==> src/hw/rtl/slc_pkg.sv <==
package slc_pkg;

  // Fixed field widths of the access, result and configuration ports.
  localparam int unsigned OpW        = 2;
  localparam int unsigned OutcomeW   = 2;
  localparam int unsigned CntW       = 32;
  localparam int unsigned StampW     = 32;
  localparam int unsigned SetBitsW   = 3;
  localparam int unsigned BlockBitsW = 5;
  localparam int unsigned WaysW      = 4;
  localparam int unsigned CfgIdxW    = 2;
  localparam int unsigned CfgDataW   = 5;

  typedef enum logic [OpW-1:0] {
    OP_LOAD   = 2'd0,
    OP_STORE  = 2'd1,
    OP_MODIFY = 2'd2
  } op_e;

  typedef enum logic [OutcomeW-1:0] {
    OUT_HIT   = 2'd0,
    OUT_MISS  = 2'd1,
    OUT_EVICT = 2'd2
  } outcome_e;

  localparam logic [CfgIdxW-1:0] REG_SET_BITS   = 2'd0;
  localparam logic [CfgIdxW-1:0] REG_BLOCK_BITS = 2'd1;
  localparam logic [CfgIdxW-1:0] REG_WAYS_USED  = 2'd2;

  localparam logic [SetBitsW-1:0]   SET_BITS_RST   = 3'd4;
  localparam logic [BlockBitsW-1:0] BLOCK_BITS_RST = 5'd4;
  localparam logic [WaysW-1:0]      WAYS_USED_RST  = 4'd1;

  function automatic logic [CntW-1:0] sat_inc(input logic [CntW-1:0] x);
    sat_inc = (x == '1) ? x : x + CntW'(1);
  endfunction

endpackage

==> src/hw/rtl/slc_front.sv <==
module slc_front #(
  parameter int unsigned MaxSetBits = 6,
  parameter int unsigned MaxWays    = 8,
  parameter int unsigned AddrBits   = 64,
  parameter int unsigned SetW       = 6,
  parameter int unsigned NwW        = 4
) (
  input  logic                           clk_i,
  input  logic                           rst_ni,
  input  logic                           cfg_we_i,
  input  logic [slc_pkg::CfgIdxW-1:0]    cfg_index_i,
  input  logic [slc_pkg::CfgDataW-1:0]   cfg_data_i,
  input  logic                           start,
  output logic                           busy,
  input  logic [slc_pkg::OpW-1:0]        op_i,
  input  logic [63:0]                    address_i,
  input  logic                           q_full_i,
  input  logic                           clearing_i,
  output logic                           push_o,
  output logic                           push_modify_o,
  output logic [SetW-1:0]                push_set_o,
  output logic [AddrBits-1:0]            push_tag_o,
  output logic [NwW-1:0]                 nw_o
);

  logic [slc_pkg::SetBitsW-1:0]   set_bits_q;
  logic [slc_pkg::BlockBitsW-1:0] block_bits_q;
  logic [slc_pkg::WaysW-1:0]      ways_used_q;

  logic [3:0]          sb;
  logic [5:0]          tag_sh;
  logic [AddrBits-1:0] addr;
  logic [AddrBits-1:0] addr_sh;
  logic [SetW:0]       set_lim;

  always_ff @(posedge clk_i or negedge rst_ni) begin
    if (!rst_ni) begin
      set_bits_q   <= slc_pkg::SET_BITS_RST;
      block_bits_q <= slc_pkg::BLOCK_BITS_RST;
      ways_used_q  <= slc_pkg::WAYS_USED_RST;
    end else if (cfg_we_i) begin
      case (cfg_index_i)
        slc_pkg::REG_SET_BITS:   set_bits_q   <= cfg_data_i[slc_pkg::SetBitsW-1:0];
        slc_pkg::REG_BLOCK_BITS: block_bits_q <= cfg_data_i;
        slc_pkg::REG_WAYS_USED:  ways_used_q  <= cfg_data_i[slc_pkg::WaysW-1:0];
        default: ;
      endcase
    end
  end

  // Associativity of zero behaves as one; oversized values clamp to the built ways.
  always_comb begin
    if (ways_used_q == '0) begin
      nw_o = NwW'(1);
    end else if (32'(ways_used_q) > MaxWays) begin
      nw_o = NwW'(MaxWays);
    end else begin
      nw_o = NwW'(ways_used_q);
    end
  end

  assign sb      = (32'(set_bits_q) > MaxSetBits) ? 4'(MaxSetBits) : 4'(set_bits_q);
  assign tag_sh  = 6'(sb) + 6'(block_bits_q);
  assign addr    = address_i[AddrBits-1:0];
  assign addr_sh = addr >> block_bits_q;
  assign set_lim = (SetW + 1)'(1) << sb;

  assign busy          = q_full_i || clearing_i;
  assign push_o        = start && !busy;
  assign push_modify_o = (op_i == slc_pkg::OP_MODIFY);
  assign push_set_o    = addr_sh[SetW-1:0] & SetW'(set_lim - (SetW + 1)'(1));
  assign push_tag_o    = addr >> tag_sh;

endmodule

==> config.mk <==
export PLATFORM = sky130hd
export DESIGN_NAME = slc_front
export DESIGN_NICKNAME = d
export VERILOG_FILES = /design/src/hw/rtl/slc_pkg.sv /design/src/hw/rtl/slc_front.sv
export SDC_FILE = /design/constraint.sdc
export NUM_CORES = 1
export LEC_CHECK = 0
export BUFFER_PORTS_ARGS = -buffer_cell sky130_fd_sc_hd__buf_4
export CORE_MARGIN = 5
export CORE_UTILIZATION = 56
export CTS_CLUSTER_SIZE = 40
export DETAILED_ROUTE_END_ITERATION = 6
export PLACE_DENSITY = 0.83
export SLEW_MARGIN = 0
export SYNTH_ARGS = -nofsm -noshare
export SYNTH_HDL_FRONTEND = slang
export SYNTH_SLANG_ARGS = --single-unit
==> constraint.sdc <==
create_clock -name clk_i -period 5.2 [get_ports clk_i]
set_clock_uncertainty 0.15 [all_clocks]
set_input_delay 1.56 -clock clk_i [delete_from_list [all_inputs] [get_ports clk_i]]
set_output_delay 1.56 -clock clk_i [all_outputs]
set_load 0.1 [all_outputs]
**After elaboration in Yosys (flattened, before gate mapping)**

Index checks and enable logic that the tools add are counted.

- Bits in registers: 12
- Output and inout bits: 77
- Word-level logic and storage cells: 25

- Add/subtract/negate cells: 2
- Order comparisons: 2
- Equality and inequality tests: 3
- Shift-type cells: 3
- Mux-type cells: 3
- Bitwise operators: 1
- Reduce and logical (&&, ||, !) cells: 8

Operators with widths:

| kind | count |
|---|---|
| right shift 64 x 5 -> 6 bit | 1 |
| right shift 64 x 6 -> 64 bit | 1 |
| 2-to-1 mux 4 bit | 2 |
| adder 3 x 5 -> 6 bit | 1 |
| AND 6 bit | 1 |
| AND reduction 2 bit | 3 |
| left shift 1 x 3 -> 6 bit (first input constant) | 1 |
| subtractor 6 x 1 -> 6 bit (second input constant) | 1 |
| == test 2 bit (second input constant) | 2 |
| greater-than comparator 4 bit (second input constant) | 1 |
| zero test 4 bit | 1 |
| greater-than comparator 3 bit (second input constant) | 1 |
| 2-to-1 mux 3 bit | 1 |
| == test 2 x 1 -> 1 bit (second input constant) | 1 |
| zero test 2 bit | 1 |
| logical AND 1 bit | 1 |
| zero test 1 bit | 1 |
| logical OR 1 bit | 1 |

**Longest topological paths before layout**

- Depth in word-level cells: 5
- Mapped depth: 14
- Gate-level depth less buffers: 11

**Worst setup path after synthesis**

No wires, ideal clock.

- Path type: register to output
- Start: register block_bits_q[1] in the netlist's numbering
- End: output port push_tag_o[63]
- Arrival time: 5.234 ns
- Setup slack: -1.744 ns
- Stages on the path, launching flop included: 10
- Path buffers: 2
- Path through: dfrtp_1 -> clkbuf_1 -> clkbuf_1 -> inv_1 -> fa_1 -> nor2b_1 -> o21ai_0 -> xor2_1 -> nand2_1 -> nor4_1

- Longest elaborated chain between the ends: 2

RTL lines:

| element | RTL line | RTL |
|---|---|---|
| start, declared | slc_front.sv:27 | `logic [slc_pkg::BlockBitsW-1:0] block_bits_q;` |
| start signal, assigned | slc_front.sv:39 | `block_bits_q <= slc_pkg::BLOCK_BITS_RST;` |
| start signal, assigned | slc_front.sv:44 | `slc_pkg::REG_BLOCK_BITS: block_bits_q <= cfg_data_i;` |
| adder 3 x 5 -> 6 bit | slc_front.sv:63 | `assign tag_sh = 6'(sb) + 6'(block_bits_q);` |
| right shift 64 x 6 -> 64 bit | slc_front.sv:72 | `assign push_tag_o = addr >> tag_sh;` |
| end, declared | slc_front.sv:22 | `output logic [AddrBits-1:0] push_tag_o,` |

No other way between the ends.

**Worst setup path in the final report**

- Start: register set_bits_q[1] in the netlist's numbering
- End: output port push_tag_o[26]

- Longest elaborated chain between the ends: 4

RTL lines:

| element | RTL line | RTL |
|---|---|---|
| start, declared | slc_front.sv:26 | `logic [slc_pkg::SetBitsW-1:0] set_bits_q;` |
| start signal, assigned | slc_front.sv:38 | `set_bits_q <= slc_pkg::SET_BITS_RST;` |
| start signal, assigned | slc_front.sv:43 | `slc_pkg::REG_SET_BITS: set_bits_q <= cfg_data_i[slc_pkg::SetBitsW-1:0];` |
| greater-than comparator 3 bit | slc_front.sv:62 | `assign sb = (32'(set_bits_q) > MaxSetBits) ? 4'(MaxSetBits) : 4'(set_bits_q);` |
| 2-to-1 mux 3 bit (*) | slc_front.sv:62 |  |
| adder 3 x 5 -> 6 bit (*) | slc_front.sv:63 |  |
| right shift 64 x 6 -> 64 bit (*) | slc_front.sv:72 |  |

Every way passes the cells marked *; elsewhere a longest branch is shown, timed or not.

==> results.ini <==
[place]
place_congestion = 1.003
dpl-instance-area_um2 = 7985
numPortBuffers = 155
dp.cells = 888
dpl_worst_slack_ns = -0.07462
hpwl_um = 18430

[clocking]
clock_path_buffers = 2
cts_tree = done
clk_latency_ns = 0.24
clkSinkCount = 12
cts-htree-levels = 1
root_buffer = clkbuf_8
cts_buffers = 3
clk_pin_slew_ns = 0.06

[synthesis]
ys.flop_type = dfrtp_1
postSynthCellCount = 601
synth_seq_area_share = 0.05116
ys_seq_elements = 12
synth_edf_count = 0
async_flop_share = 1.000
yosys_warnings = 0
syn-mean-instance-area_um2 = 9.889
synthDistinctLibCells = 48
syn_nets = 684
syn-cell-area_um2 = 5943

[drt]
firstDrtPassIters = 7
drc_errors = 0
viasPerCell = 7.937
drtIter0Drc = 1214
wl_per_cell_um = 30.91
dr_total_vias = 7215
ant_nets = 0
drt_wl_total_um = 28100

[timing]
fin_crit_sh = 1.052
setup_viol = 47
rsz0062_at_grt = yes
worst_slack_ns = -0.2704
hold_violations = 0
worstMarginPinSlew_ns = 0.6547
fin_crit_ns = 5.470
whs_ns = 0.3933
fmaxAchievable_mhz = 182.8
slew_headroom = 0.5635
report.final.slew_viol_count = 0

[layout]
drive_gt1_frac = 0.6921
final_area_um2 = 9154
area_delta_synth_final_pct = 54.02
nets = 857
instances_no_fill = 909
antenna_cells = 0

[critical_path]
crit_path_end_kind = primary output
arrival_ns = 3.76
path_max_fanout = 9
ff2ff_setup_slack_ns = 3.79
path_class = reg2out
required_ns = 3.49
startpoint_type = flip-flop

[grt]
grt_first_pass_wirelength_um = 39720
antenna_found_initial = 0
grt_overflow = 0
grt.total_usage = 0.3891
grt_pass1_vias = 6791
grt_max_degree = 45

[floorplan]
rows = 37
start_util = 0.5757
dieHeight_um = 113.0
dieArea_um2 = 12770
core_um2 = 10320
io_pins = 156
die_w_um = 113.0

[run_status]
status = finished, violations left
violations = negative setup slack

[worst_hold_path]
hold_path.class = reg2reg

[flow_run]
maxCapViolCount = 0

[path summary, 6_finish.rpt]
path                            cells after the start            start         endpoint
worst max-delay path                               13    set_bits_q[1]   push_tag_o[26]
worst min register to register                      1   ways_used_q[2]   ways_used_q[2]
min in group asynchronous                           1           rst_ni   ways_used_q[3]
worst max register to register                      2  block_bits_q[0]  block_bits_q[0]
max in group asynchronous                           1           rst_ni    set_bits_q[2]
worst min-delay path                                1   ways_used_q[2]   ways_used_q[2]
[worst max-delay path, stage by stage (launching register included)]
cell and delay (ns):
dfrtp_1 0.40, nand2_2 0.10, and2_4 0.16, ha_4 0.16
inv_4 0.04, fa_2 0.61, buf_6 0.18, buf_16 0.16
mux2i_2 0.25, mux2i_1 0.21, mux4_2 0.61, a22oi_1 0.26
nand2_1 0.14, buf_6 0.21
[timing repair]
action / 4_1_cts / 5_1_grt
gates cloned: 3 / 0
pin swaps: 18 / 8
endpoints found under the setup margin: 50 / 54
resized for setup: 139 / 91
hold buffers: 0 / 0
setup buffers: 7 / 7
[logic make-up after synthesis]
group,Yosys count,synth area share
muxes,217,0.6194
and+or+nand+nor,181,0.1341
AOI/OAI and AO/OA,106,0.1135
adders and majority gates,4,0.009685
buffers and inverters,77,0.06505
DFF,12,0.05116
xor gates and xnor gates,4,0.007159
[flip-flops by register name (all words and copies together), names as in the netlist]
register,flops
block_bits_q,5
set_bits_q,3
ways_used_q,4
[routing by layer]
layer  wire, µm  vias to the layer above  track usage
li1           -                     2760            -
met1       8703                     3416       0.4988
met2      12960                      814       0.6323
met3       4032                      225      0.09251
met4       2406                        0       0.1691
met5          0                        -            0
[placed cells by master, fill, tap and decap left out, types with 4 or more instances in the layout]
cell type,synthesis,layout
a22oi_2,0,4
o21ai_2,0,9
a311oi_1,4,4
dfrtp_1,9,8
a31oi_4,0,4
nor2b_1,6,5
mux2i_4,0,14
nand2_1,87,78
a211oi_2,0,4
a211oi_4,0,4
o21ai_1,0,5
o221ai_4,0,4
buf_12,0,35
buf_8,0,6
mux2_2,26,23
nor2_1,39,16
nand2_2,0,8
mux4_2,118,118
buf_6,3,23
mux2i_2,0,23
o211ai_1,7,7
and2_1,7,5
nor2_4,0,6
mux2i_1,73,36
a21oi_2,0,14
o21ai_0,25,9
inv_1,11,9
a21oi_1,30,10
nor3_1,11,9
nand3_1,15,13
nor2_2,0,17
buf_4,13,166
a21oi_4,0,6
[final cells by class]
class	instances	area, µm²
clock buffers	4	45.04
fillers	430	1170
inverters	12	47.55
multi-input cells	512	6207
flip-flops and latches	12	305.3
well taps	136	170.2
repair buffers	233	2379
[synthesized netlist by cell type, types with 4 or more instances]
master / n / area [µm²]
a211oi_1: 8 / 60.06
and2_1: 7 / 43.79
a22oi_1: 6 / 45.04
mux2i_1: 73 / 730.7
nor2_1: 39 / 146.4
dfrtp_1: 9 / 225.2
a21oi_1: 30 / 150.1
nor3_1: 11 / 55.05
o221ai_1: 6 / 52.55
mux2_2: 26 / 292.8
o211ai_1: 7 / 52.55
clkbuf_1: 27 / 101.4
inv_1: 11 / 41.29
a31oi_1: 5 / 31.28
nor2b_1: 6 / 37.54
a311oi_1: 4 / 35.03
nand2_1: 87 / 326.6
buf_2: 21 / 105.1
nand3_1: 15 / 75.07
buf_4: 13 / 97.59
o21ai_0: 25 / 125.1
mux4_2: 118 / 2658
[stage by stage]
stage / util / setup TNS [ns]
floorplan: - / -1.393
global placement: 0.7735 / -0.006915
detailed placement: 0.7735 / -0.2126
CTS: 0.8451 / -1.151
global route: 0.8867 / -8.717
finish: 0.8867 / -6.385
Power is left out: the tool's default activity adds up to more than one toggle a clock period on the data nets, which glitch-free logic cannot reach.
