`src/hw/rtl/slc_queue.sv`:
```
module slc_queue #(
  parameter int unsigned Width = 8
) (
  input  logic             clk_i,
  input  logic             rst_ni,
  input  logic             push_i,
  input  logic [Width-1:0] data_i,
  input  logic             pop_i,
  output logic             full_o,
  output logic             valid_o,
  output logic [Width-1:0] data_o
);

  logic [Width-1:0] slot_q [2];
  logic             wr_ptr_q, rd_ptr_q;
  logic [1:0]       count_q;
  logic             do_push, do_pop;

  assign full_o  = (count_q == 2'd2);
  assign valid_o = (count_q != 2'd0);
  assign data_o  = slot_q[rd_ptr_q];
  assign do_push = push_i && !full_o;
  assign do_pop  = pop_i && valid_o;

  always_ff @(posedge clk_i) begin
    if (do_push) begin
      slot_q[wr_ptr_q] <= data_i;
    end
  end

  always_ff @(posedge clk_i or negedge rst_ni) begin
    if (!rst_ni) begin
      wr_ptr_q <= 1'b0;
      rd_ptr_q <= 1'b0;
      count_q  <= 2'd0;
    end else begin
      if (do_push) begin
        wr_ptr_q <= !wr_ptr_q;
      end
      if (do_pop) begin
        rd_ptr_q <= !rd_ptr_q;
      end
      case ({do_push, do_pop})
        2'b10:   count_q <= count_q + 2'd1;
        2'b01:   count_q <= count_q - 2'd1;
        default: count_q <= count_q;
      endcase
    end
  end

endmodule

```
`config.mk`:
```
export PLATFORM = sky130hd
export DESIGN_NAME = slc_queue
export DESIGN_NICKNAME = d
export VERILOG_FILES = /design/src/hw/rtl/slc_queue.sv
export SDC_FILE = /design/constraint.sdc
export NUM_CORES = 1
export LEC_CHECK = 0
export BUFFER_PORTS_ARGS = -buffer_cell sky130_fd_sc_hd__buf_2
export CELL_PAD_IN_SITES_DETAIL_PLACEMENT = 0
export CELL_PAD_IN_SITES_GLOBAL_PLACEMENT = 1
export CORE_ASPECT_RATIO = 1.2
export CORE_UTILIZATION = 43
export CTS_BUF_LIST = sky130_fd_sc_hd__clkbuf_16
export CTS_CLUSTER_DIAMETER = 40
export DETAILED_ROUTE_END_ITERATION = 7
export PLACE_DENSITY_LB_ADDON = 0.2
export SLEW_MARGIN = 20
export SYNTH_ARGS = -nofsm -noshare
export SYNTH_HDL_FRONTEND = slang
export SYNTH_SLANG_ARGS = --single-unit
```
`constraint.sdc`:
```
create_clock -name clk_i -period 3.1 [get_ports clk_i]
set_input_delay 0.62 -clock clk_i [delete_from_list [all_inputs] [get_ports clk_i]]
set_output_delay 0.62 -clock clk_i [all_outputs]
set_load 0.02 [all_outputs]
```
# == After elaboration in Yosys (flattened, before gate mapping) ==
# Memories as Yosys holds them, arrays and structs flattened.
# Index checks and enable logic that the tools add are counted.
# W data, S select, Z words.
# totals
regBits,4
ramBits,16
out_inout_bits,10
word_cells,19
mem_count,1
# mem_list
memory,words,word_bits,read_ports,rd_ports_with_merged_regs,wr,line_no,source
slot_q,2,8,1,0,1,14,logic [Width-1:0] slot_q [2];
# op_classes
n_addsub,2
n_eq_ne,3
muxes,3
reduce_logical,7
# op_table
operator,count
$eq A2 B2 Y1 const B,2
$pmux W2 S2,1
$reduce_bool A2 Y1,2
$logic_not A1 Y1,3
$add A2 B1 Y2 const B,1
$eq A2 B1 Y1 const B,1
$logic_and A1 B1 Y1,2
$mux W1,2
$sub A2 B1 Y2 const B,1

# == Depth between registers and ports, before layout ==
# Gate-level depths: netlist (run 1).
# depth
depth_word,5
depth_mapped,6

# == Worst setup path after synthesis (run 1) ==
# Ideal clock, no wire load.
# synth_timing
kind,reg-to-reg
from,reg count_q[0]
to,reg count_q[1]
setup_ps,79
arrival_ps,1440
path_slack_ps,1580
stages_incl_launch_ff,6
synth_period_minus_slack_ps,1520
path_cell_list,dfrtp_1 > or2_1 > and2_4 > ha_1 > nor2_1 > xor2_1
# synth_via
elab_cells_between_ends,11
cone_classes,add/sub (2); eq/ne (3); mux (1); reduce/logical (5)
# synth_rtl
item,line_no,source
"start, declared",16,logic [1:0] count_q;
"start signal, assigned",44,2'b10: count_q <= count_q + 2'd1;
"start signal, assigned",45,2'b01: count_q <= count_q - 2'd1;
"start signal, assigned",46,default: count_q <= count_q;
$reduce_bool A2 Y1 (*),20,assign valid_o = (count_q != 2'd0);
named net valid_o,10,"output logic valid_o,"
$logic_and A1 B1 Y1 (*),23,assign do_pop = pop_i && valid_o;
named net do_pop,17,"logic do_push, do_pop;"
$eq A2 B1 Y1 or $eq A2 B2 Y1 (tied branches),43,"case ({do_push, do_pop})"
$pmux W2 S2 or $reduce_bool A2 Y1 (tied branches),--,
# Mark *: on every way through the listed nets, which the timed path passes. The rest lies on a longest branch.
# A chain may end at the register's enable or synchronous reset.

# == Worst setup path in the final report (run 1) ==
# layout_timing
from,reg rd_ptr_q
to,out data_o[0]
# layout_via
elab_chain_len,1
# layout_lines
item,line_no,source
"start, declared",15,"logic wr_ptr_q, rd_ptr_q;"
"start signal, assigned",41,rd_ptr_q <= !rd_ptr_q;
$mem_v2 Z2 W8,--,
"end, declared",11,output logic [Width-1:0] data_o
# Every way passes these cells.

==> impl_metrics.json, run 1 <==
{
  "die-area_sq_mm": 0.00198,
  "powerDensity_mw_per_mm2": 1030,
  "cp_max_fo": 9,
  "ios": 22,
  "synth_top_area_frac": 0.620,
  "max_cap_violations": 0,
  "first_global_vias": 376,
  "totalWireLength_um": 998,
  "rr_endpoint": "slot_q[0][6]",
  "row_count": 16,
  "areaGrowthSynthToFinish_pct": 26.0,
  "wl_per_cell_um": 11.7,
  "hpwl_um": 741,
  "cp.arrival_ns": 1.35,
  "nets": 81,
  "grt_pass1_wl_um": 1640,
  "die_h_um": 48.5,
  "worst_pin_slew_ns": 0.610,
  "drtAntennaViolNets": 0,
  "rsz0062_at_grt": "false",
  "synth_nets": 56,
  "synth_cell_types": 14,
  "cp.required_ns": 2.48,
  "setup_violations": 0,
  "finalClockSkew_ns": 0.00188,
  "cts_tree": "yes",
  "ctsHoldBuffers": 0,
  "clockRootBuffer": "clkbuf_16",
  "cts.sinks": 20,
  "rrSetupSlack_ns": 1.57,
  "netlist_area_sq_um": 774,
  "gr-total-overflow": 0,
  "outcome": "completed",
  "synth_common_cells": "16 x edfxtp_1, 8 x mux2_2, 4 x dfrtp_1, 3 x xnor2_1",
  "path_clk_slew_ns": 0.05,
  "synth_area_per_cell_sq_um": 18.0,
  "synth_flop_cell": "edfxtp_1",
  "yosysWarnings": 0,
  "seq_area_frac_synth": 0.750,
  "antenna_found_initial": 0,
  "diodes": 0,
  "fillers": 135,
  "vdd_drop_max_v": 0.000432,
  "htree_levels": 1,
  "fp.dieW_um": 40.7,
  "initial_core_util": 0.466,
  "post_cts_buffers": 0,
  "dr.pass1.iters": 1,
  "hold_slack_ns": 0.171,
  "endpoint_kind": "output pin",
  "hold_viol": 0,
  "syn_inst": 43,
  "detailroute.wirelength.met2_um": 500,
  "post-route-period-util": 0.634,
  "numCtsBuffers": 3,
  "slew_violations": 0,
  "drt-initial-drc-count": 0,
  "rr_startpoint": "count_q[0]",
  "dr_wl_met3_um": 40,
  "hold_path_class": "in2async",
  "start_kind": "register",
  "reg2reg_depth": 3,
  "core-area_sq_mm": 0.00166,
  "gp_congestion": 0.623,
  "finalCriticalPeriod_ns": 1.97,
  "insertion_delay_ns": 0.25,
  "drive_gt1_frac": 0.493,
  "fin_setup_tns_ns": 0,
  "dr_total_vias": 396,
  "grt_max_degree": 12,
  "grt_util_all_layers": 0.130,
  "p_leak_nw": 0.401,
  "crit_type": "reg2out",
  "crit_path_start": "rd_ptr_q",
  "portBuffers": 21,
  "highest_layer": "met4",
  "m1WireLength_um": 447,
  "post_cts_resized": 0,
  "synthTopCellsByArea": "edfxtp_1 62%, dfrtp_1 13%, mux2_2 12%",
  "viasPerCell": 4.66,
  "timing.slew.headroom": 0.592,
  "synth_edf_count": 16,
  "yosysTopAreaCell": "edfxtp_1",
  "synth_most_common_cell": "edfxtp_1",
  "max_freq_ghz": 0.509,
  "clockBufferDepth": 2,
  "ys_ff_latch": 20,
  "async_flop_share": 0.200,
  "drc": 0
}
-- metrics by stage --
stage	std cells	utilization	power (mW)	setup slack [ns]	cell area, sq um
after floorplan	43	-	0.670	1.58	774
after global placement	81	0.540	0.758	1.41	897
after detailed placement	81	0.540	0.757	1.39	897
after CTS	85	0.587	1.02	1.12	976
after global routing	85	0.587	1.06	1.07	976
final	85	0.587	1.00	1.13	976
-- per-layer routing --
layer  GRT usage  up-vias
met5           0        -
met1       0.164      178
li1            -      203
met4       0.100        0
met3      0.0413        2
met2       0.177       13
-- cells by family after synthesis --
| kind of cell | count (synthesis) | synth area share |
|---|---|---|
| muxes | 8 | 0.116 |
| DFF | 20 | 0.750 |
| xor gates and xnor gates | 5 | 0.0566 |
| buffers and inverters | 2 | 0.0113 |
| and+or+nand+nor | 7 | 0.0501 |
| adders and majority gates | 1 | 0.0162 |
-- cell type report --
cell class | instances | area (sq um) | share of cell area
inverters | 1 | 3.75 | 0.00385
multi-input cells | 21 | 185 | 0.190
clock inverters | 1 | 3.75 | 0.00385
well taps | 18 | 22.5 | 0.0231
repair buffers | 21 | 105 | 0.108
flip-flops and latches | 20 | 581 | 0.595
clock buffers | 3 | 75.1 | 0.0769
-- worst max-delay path by stage --
stage	end	slack [ns]	cells past startpoint
2_1_floorplan	count_q[1]	1.58	5
3_5_place_dp	data_o[5]	1.39	2
5_1_grt	data_o[5]	1.07	2
4_1_cts	data_o[0]	1.12	2
3_3_place_gp	data_o[0]	1.41	2
6_report	data_o[0]	1.13	2
-- where the power goes --
group	internal, mW	switching, mW	leakage, nW
combinational	0.147	0.173	0.167
sequential	0.377	0.0505	0.195
clock	0.171	0.0840	0.0385
total	0.696	0.307	0.401
-- cell usage in the layout (no fill, tap or decap) --
master / netlist / final
clkbuf_16: 0 / 3
ha_1: 1 / 1
dfrtp_1: 4 / 4
nor2_1: 2 / 2
or2_1: 1 / 1
nand2b_1: 1 / 1
nand2_1: 1 / 1
buf_2: 1 / 21
and2_4: 1 / 1
xnor2_1: 3 / 3
xor2_1: 2 / 2
edfxtp_1: 16 / 16
inv_1: 1 / 1
mux2_2: 8 / 8
and3_1: 1 / 1
clkinv_1: 0 / 1
-- critical path: stages (launching register included) --
cell and delay, ns:
dfrtp_1 0.56, mux2_2 0.38, buf_2 0.16
-- state kept, by name (all words and copies together) (netlist names) --
name,flops
wr_ptr_q,1
slot_q,16
rd_ptr_q,1
count_q,2
(Power assumes the default switching activity.)
==> inputs of run 2 (changes only) <==
Settings changed: ABC_AREA set to 1, CORE_UTILIZATION 43 to 38.
Clock period 3.1 ns to 2 ns, I/O delays scaled along.
==> run 2 against run 1 <==
Compared with the run above:
- register-to-register slack worse by 0.95 ns
- non-clock buffer count is 2 higher
- wire length is 31% higher
- total power is 78% higher
- via count is 40% higher
- core utilization is 6.4 points lower
- largest power group unchanged
==> impl_metrics.json, run 2 <==
{
  "outcome": "completed",
  "yosysWarnings": 0,
  "drtAntennaViolNets": 0,
  "fin_setup_tns_ns": 0,
  "synth_nets": 86,
  "top_regs": "slot_q x16, count_q x2",
  "vdd_drop_max_v": 0.000843,
  "ctsHoldBuffers": 1,
  "regArea_sq_um": 581,
  "areaGrowthSynthToFinish_pct": 29.6,
  "synth_top_area_frac": 0.580,
  "synth_flop_cell": "edfxtp_1",
  "netlist_area_sq_um": 828,
  "portBuffers": 21,
  "final_util": 0.524,
  "final_common_cell": "nand2_1",
  "p_leak_nw": 0.508,
  "grt_util_all_layers": 0.136,
  "slew_violations": 0,
  "async_flop_share": 0.200,
  "dr_total_vias": 554,
  "gr-total-overflow": 0,
  "max_cap_violations": 0,
  "dp_slack_ns": 0.564,
  "synth_edf_count": 16,
  "endpoint_kind": "output pin",
  "synth_most_common_cell": "nand2_1",
  "holdPathEnd": "slot_q[0][6]",
  "path_clk_slew_ns": 0.05,
  "first_global_vias": 514,
  "cp_max_fo": 10,
  "synth_cell_types": 14,
  "ios": 22,
  "setup_violations": 0,
  "insertion_delay_ns": 0.25,
  "wl_per_cell_um": 10.1,
  "row_count": 18,
  "totalWireLength_um": 1310,
  "hold_path_class": "in2reg",
  "hp-start": "data_i[6]",
  "viasPerCell": 4.29,
  "mostFrequentLayoutCells": "32 x nand2_1, 21 x buf_2, 16 x edfxtp_1",
  "reg2reg_depth": 4,
  "hpwl_um": 945,
  "synth_common_cells": "32 x nand2_1, 16 x edfxtp_1, 6 x inv_1, 4 x dfrtp_1",
  "fp.dieW_um": 44.6,
  "antenna_found_initial": 0,
  "fin_cells": 129,
  "post_cts_buffers": 0,
  "multi_input_area_sq_um": 194,
  "powerDensity_mw_per_mm2": 1670,
  "dp_cells": 124,
  "initial_core_util": 0.404,
  "diodes": 0,
  "top_register": "slot_q",
  "setup_slack_ns": 0.347,
  "crit_type": "reg2out",
  "clockRootBuffer": "clkbuf_16",
  "cts.sinks": 20,
  "post_cts_resized": 0,
  "cts_tree": "yes",
  "start_kind": "register",
  "htree_levels": 1,
  "max_freq_ghz": 0.605,
  "rr_startpoint": "count_q[1]",
  "seq_area_frac_synth": 0.701,
  "ys_ff_latch": 20,
  "hold_slack_ns": 0.333,
  "gp_congestion": 0.656,
  "die-area_sq_mm": 0.00237,
  "grt_max_degree": 13,
  "post-route-period-util": 0.827,
  "die_h_um": 53.1,
  "nets": 113,
  "dr.pass1.iters": 2,
  "rsz0062_at_grt": "false",
  "cp.arrival_ns": 1.25,
  "hold_viol": 0,
  "rr_endpoint": "slot_q[1][0]",
  "rrSetupSlack_ns": 0.62,
  "finalCriticalPeriod_ns": 1.65,
  "yosysTopAreaCell": "edfxtp_1",
  "grt_pass1_wl_um": 2190,
  "core-area_sq_mm": 0.00205,
  "drive_gt1_frac": 0.333,
  "fillers": 180,
  "worst_pin_slew_ns": 0.343,
  "synthTopCellsByArea": "edfxtp_1 58%, nand2_1 15%, dfrtp_1 12%",
  "cp.required_ns": 1.60,
  "hold_depth": 1,
  "drc": 0,
  "timing.slew.headroom": 0.771,
  "finalClockSkew_ns": 0.00188,
  "drt-initial-drc-count": 3,
  "numCtsBuffers": 3,
  "clockBufferDepth": 2,
  "synth_area_per_cell_sq_um": 11.3,
  "syn_inst": 73,
  "largest_register_ffs": 16
}
## run 2: critical path, stage by stage (launching register included)
cell	delay, ns
dfrtp_1	0.54
inv_2	0.17
nand2_1	0.09
nand2_1	0.05
buf_2	0.15
## run 2: how the worst max path moves through the flow
| stage | start | to | slack [ns] | cells after the start |
|---|---|---|---|---|
| after floorplan | count_q[1] | count_q[1] | 0.64 | 9 |
| after global placement | rd_ptr_q | data_o[4] | 0.56 | 4 |
| after detailed placement | rd_ptr_q | data_o[4] | 0.56 | 4 |
| after CTS | rd_ptr_q | data_o[4] | 0.28 | 4 |
| after global routing | rd_ptr_q | data_o[6] | 0.24 | 4 |
| final | rd_ptr_q | data_o[4] | 0.35 | 4 |
## run 2: power breakdown
part           internal, mW  total (mW)  switching [mW]  leakage, nW
Clock                 0.397       0.541           0.145       0.0511
Sequential            0.580       0.654          0.0743        0.197
Combinational         0.198       0.594           0.396        0.260
## run 2: logic make-up after synthesis
logic type,synth area share
flip-flops,0.701
adder cells (fa/ha/maj),0.0151
buffers and inverters,0.0650
AND/OR/NAND/NOR,0.198
AO/OA/AOI/OAI,0.0106
XOR/XNOR,0.0106
## run 2: cell type report
class                   count  area share
inverters                   9      0.0315
flip-flops and latches     20       0.541
multi-input cells          43       0.181
clock buffers               3      0.0699
repair buffers             23       0.114
well taps                  30      0.0350
clock inverters             1      0.0280
## run 2: routing by layer
layer  vias up  wire length [um]  track usage
li1        286                 -            -
met1       248               571        0.159
met2        16               624        0.213
met3         4                77       0.0410
met4         0                34       0.0909
met5         -                 0            0
## run 2: metrics by stage
stage / instance area [sq um] / total power [mW]
final: 1070 / 1.79
after global placement: 958 / 1.27
after global routing: 1070 / 1.91
after CTS: 1070 / 1.82
after detailed placement: 958 / 1.27
after floorplan: 828 / 1.11
==> inputs of run 3 (changes only) <==
Settings changed: CORE_UTILIZATION 38 to 34.
Clock period 2 ns to 1.4 ns, I/O delays scaled along.
==> run 3 against run 2 <==
Compared with the run above:
- clock skew hardly changed
- final area is 11% higher
- critical path depth stayed put
- die area is 11% higher
- wire length is 17% higher
- combinational power is 120% higher
- register-to-register slack worse by 0.51 ns
- clock power is 7.0% higher
- final cell count is 7.8% higher
- sequential power is 40% higher
- sequential share of layout area is 5.2 points lower
- first-iteration DRC count grew to 4.0 times the previous value
- critical endpoint is now data_o[7]
- largest cell class unchanged
==> impl_metrics.json, run 3 (synthesis gave the netlist of run 2 again) <==
{
  "hold_viol": 0,
  "grt_max_degree": 12,
  "insertion_delay_ns": 0.25,
  "max_freq_ghz": 0.735,
  "antenna_found_initial": 0,
  "top_regs": "slot_q x16, count_q x2",
  "finalClockSkew_ns": 0.00156,
  "critPathBufInv": 2,
  "totalWireLength_um": 1520,
  "diodes": 0,
  "hold_path_class": "in2reg",
  "cts.sinks": 20,
  "fillers": 217,
  "powerDensity_mw_per_mm2": 2340,
  "internal_power_mw": 1.81,
  "pwr-share-seq": 0.328,
  "clockBufferDepth": 2,
  "numCtsBuffers": 3,
  "viasPerCell": 4.33,
  "switchingPower_uw": 981,
  "cp_slowest_cell": "dfrtp_1",
  "die-area_sq_mm": 0.00264,
  "drt-initial-drc-count": 12,
  "grt_pass1_wl_um": 2290,
  "path_cells": "buf_6, nand2_1, nand2_1, buf_6",
  "fin_setup_tns_ns": 0,
  "max_cap_violations": 0,
  "first_global_vias": 533,
  "worst_pin_slew_ns": 0.233,
  "timing.slew.headroom": 0.845,
  "p_leak_nw": 0.553,
  "die_h_um": 56.1,
  "rsz0062_at_grt": "true",
  "initial_core_util": 0.359,
  "outcome": "completed",
  "nets": 122,
  "drc": 0,
  "largest_register_ffs": 16,
  "dr.pass1.iters": 4,
  "cp.required_ns": 1.12,
  "post-route-period-util": 0.972,
  "mostFrequentLayoutCells": "30 x nand2_1, 16 x edfxtp_1, 12 x buf_2, 12 x buf_4, 7 x buf_6",
  "critical-path-top-delay-family": "flip-flops",
  "path_clk_slew_ns": 0.05,
  "cp.arrival_ns": 1.08,
  "cp_max_fo": 4,
  "final_util": 0.517,
  "ios": 22,
  "hpwl_um": 1070,
  "clockRootBuffer": "clkbuf_16",
  "p_clk_frac": 0.208,
  "grt_util_all_layers": 0.126,
  "multi_input_area_sq_um": 216,
  "row_count": 19,
  "endpoint_kind": "output pin",
  "final_common_cell": "nand2_1",
  "slowest_delay_ns": 0.43,
  "finalCriticalPeriod_ns": 1.36,
  "areaGrowthSynthToFinish_pct": 43.8,
  "comb_power_share": 0.464,
  "portBuffers": 21,
  "drive_gt1_frac": 0.426,
  "top_register": "slot_q",
  "wl_per_cell_um": 11.0,
  "gp_congestion": 0.638,
  "vdd_drop_max_v": 0.00136,
  "switching_share": 0.352,
  "dr_total_vias": 602,
  "gr-total-overflow": 0,
  "cts_tree": "yes",
  "crit_type": "reg2out",
  "htree_levels": 1,
  "drtAntennaViolNets": 0,
  "regArea_sq_um": 582,
  "setup_violations": 0,
  "core-area_sq_mm": 0.00231,
  "fp.dieW_um": 47.1,
  "slew_violations": 0,
  "power_mw": 2.79,
  "start_kind": "register"
}
[run 3: metrics by stage]
stage	setup slack [ns]	std cells	hold WS (ns)	area, sq um
after floorplan	0.0383	73	-0.0156	828
after global placement	0.0762	130	0.0937	997
after detailed placement	0.0348	130	0.0947	997
after CTS	0.0115	135	0.214	1090
after global routing	-0.00889	139	0.211	1190
final	0.0394	139	0.218	1190
[run 3: per-layer routing]
layer / GRT usage / up-vias / routed length, um
li1: - / 303 / -
met1: 0.151 / 280 / 632
met2: 0.202 / 15 / 800
met3: 0.0325 / 4 / 63
met4: 0.0612 / 0 / 27
met5: 0 / - / 0
[run 3: cell type report]
type / instances / share of cell area
multi-input cells: 43 / 0.182
clock inverters: 1 / 0.00315
repair buffers: 32 / 0.201
inverters: 9 / 0.0305
well taps: 31 / 0.0326
clock buffers: 3 / 0.0630
flip-flops and latches: 20 / 0.488
[run 3: path summary, 6_finish.rpt]
path | endpoint | start | cells past startpoint | slack (ns)
min in group asynchronous | count_q[1] | rst_ni | 2 | 0.37
setup / recovery | data_o[7] | rd_ptr_q | 4 | 0.04
hold / removal | slot_q[1][5] | data_i[5] | 1 | 0.22
max in group asynchronous | count_q[0] | rst_ni | 2 | 0.89
setup reg to reg | count_q[1] | count_q[0] | 6 | 0.11
hold reg to reg | wr_ptr_q | wr_ptr_q | 2 | 0.48
[run 3: power by group through the flow]
stage	Sequential (mW)	Clock, mW	Combinational [mW]
2_1_floorplan	0.903	0	0.689
3_3_place_gp	0.909	0	0.988
3_5_place_dp	0.917	0	1.00
4_1_cts	0.906	0.594	1.01
5_1_grt	0.927	0.614	1.43
6_report	0.914	0.579	1.29
[run 3: repair_timing]
action | 4_1_cts | 5_1_grt
hold endpoints to repair | 4 | 0
setup endpoints to repair | 0 | 10
setup buffers | 0 | 4
hold buffers | 1 | 0
resized for setup | 0 | 23
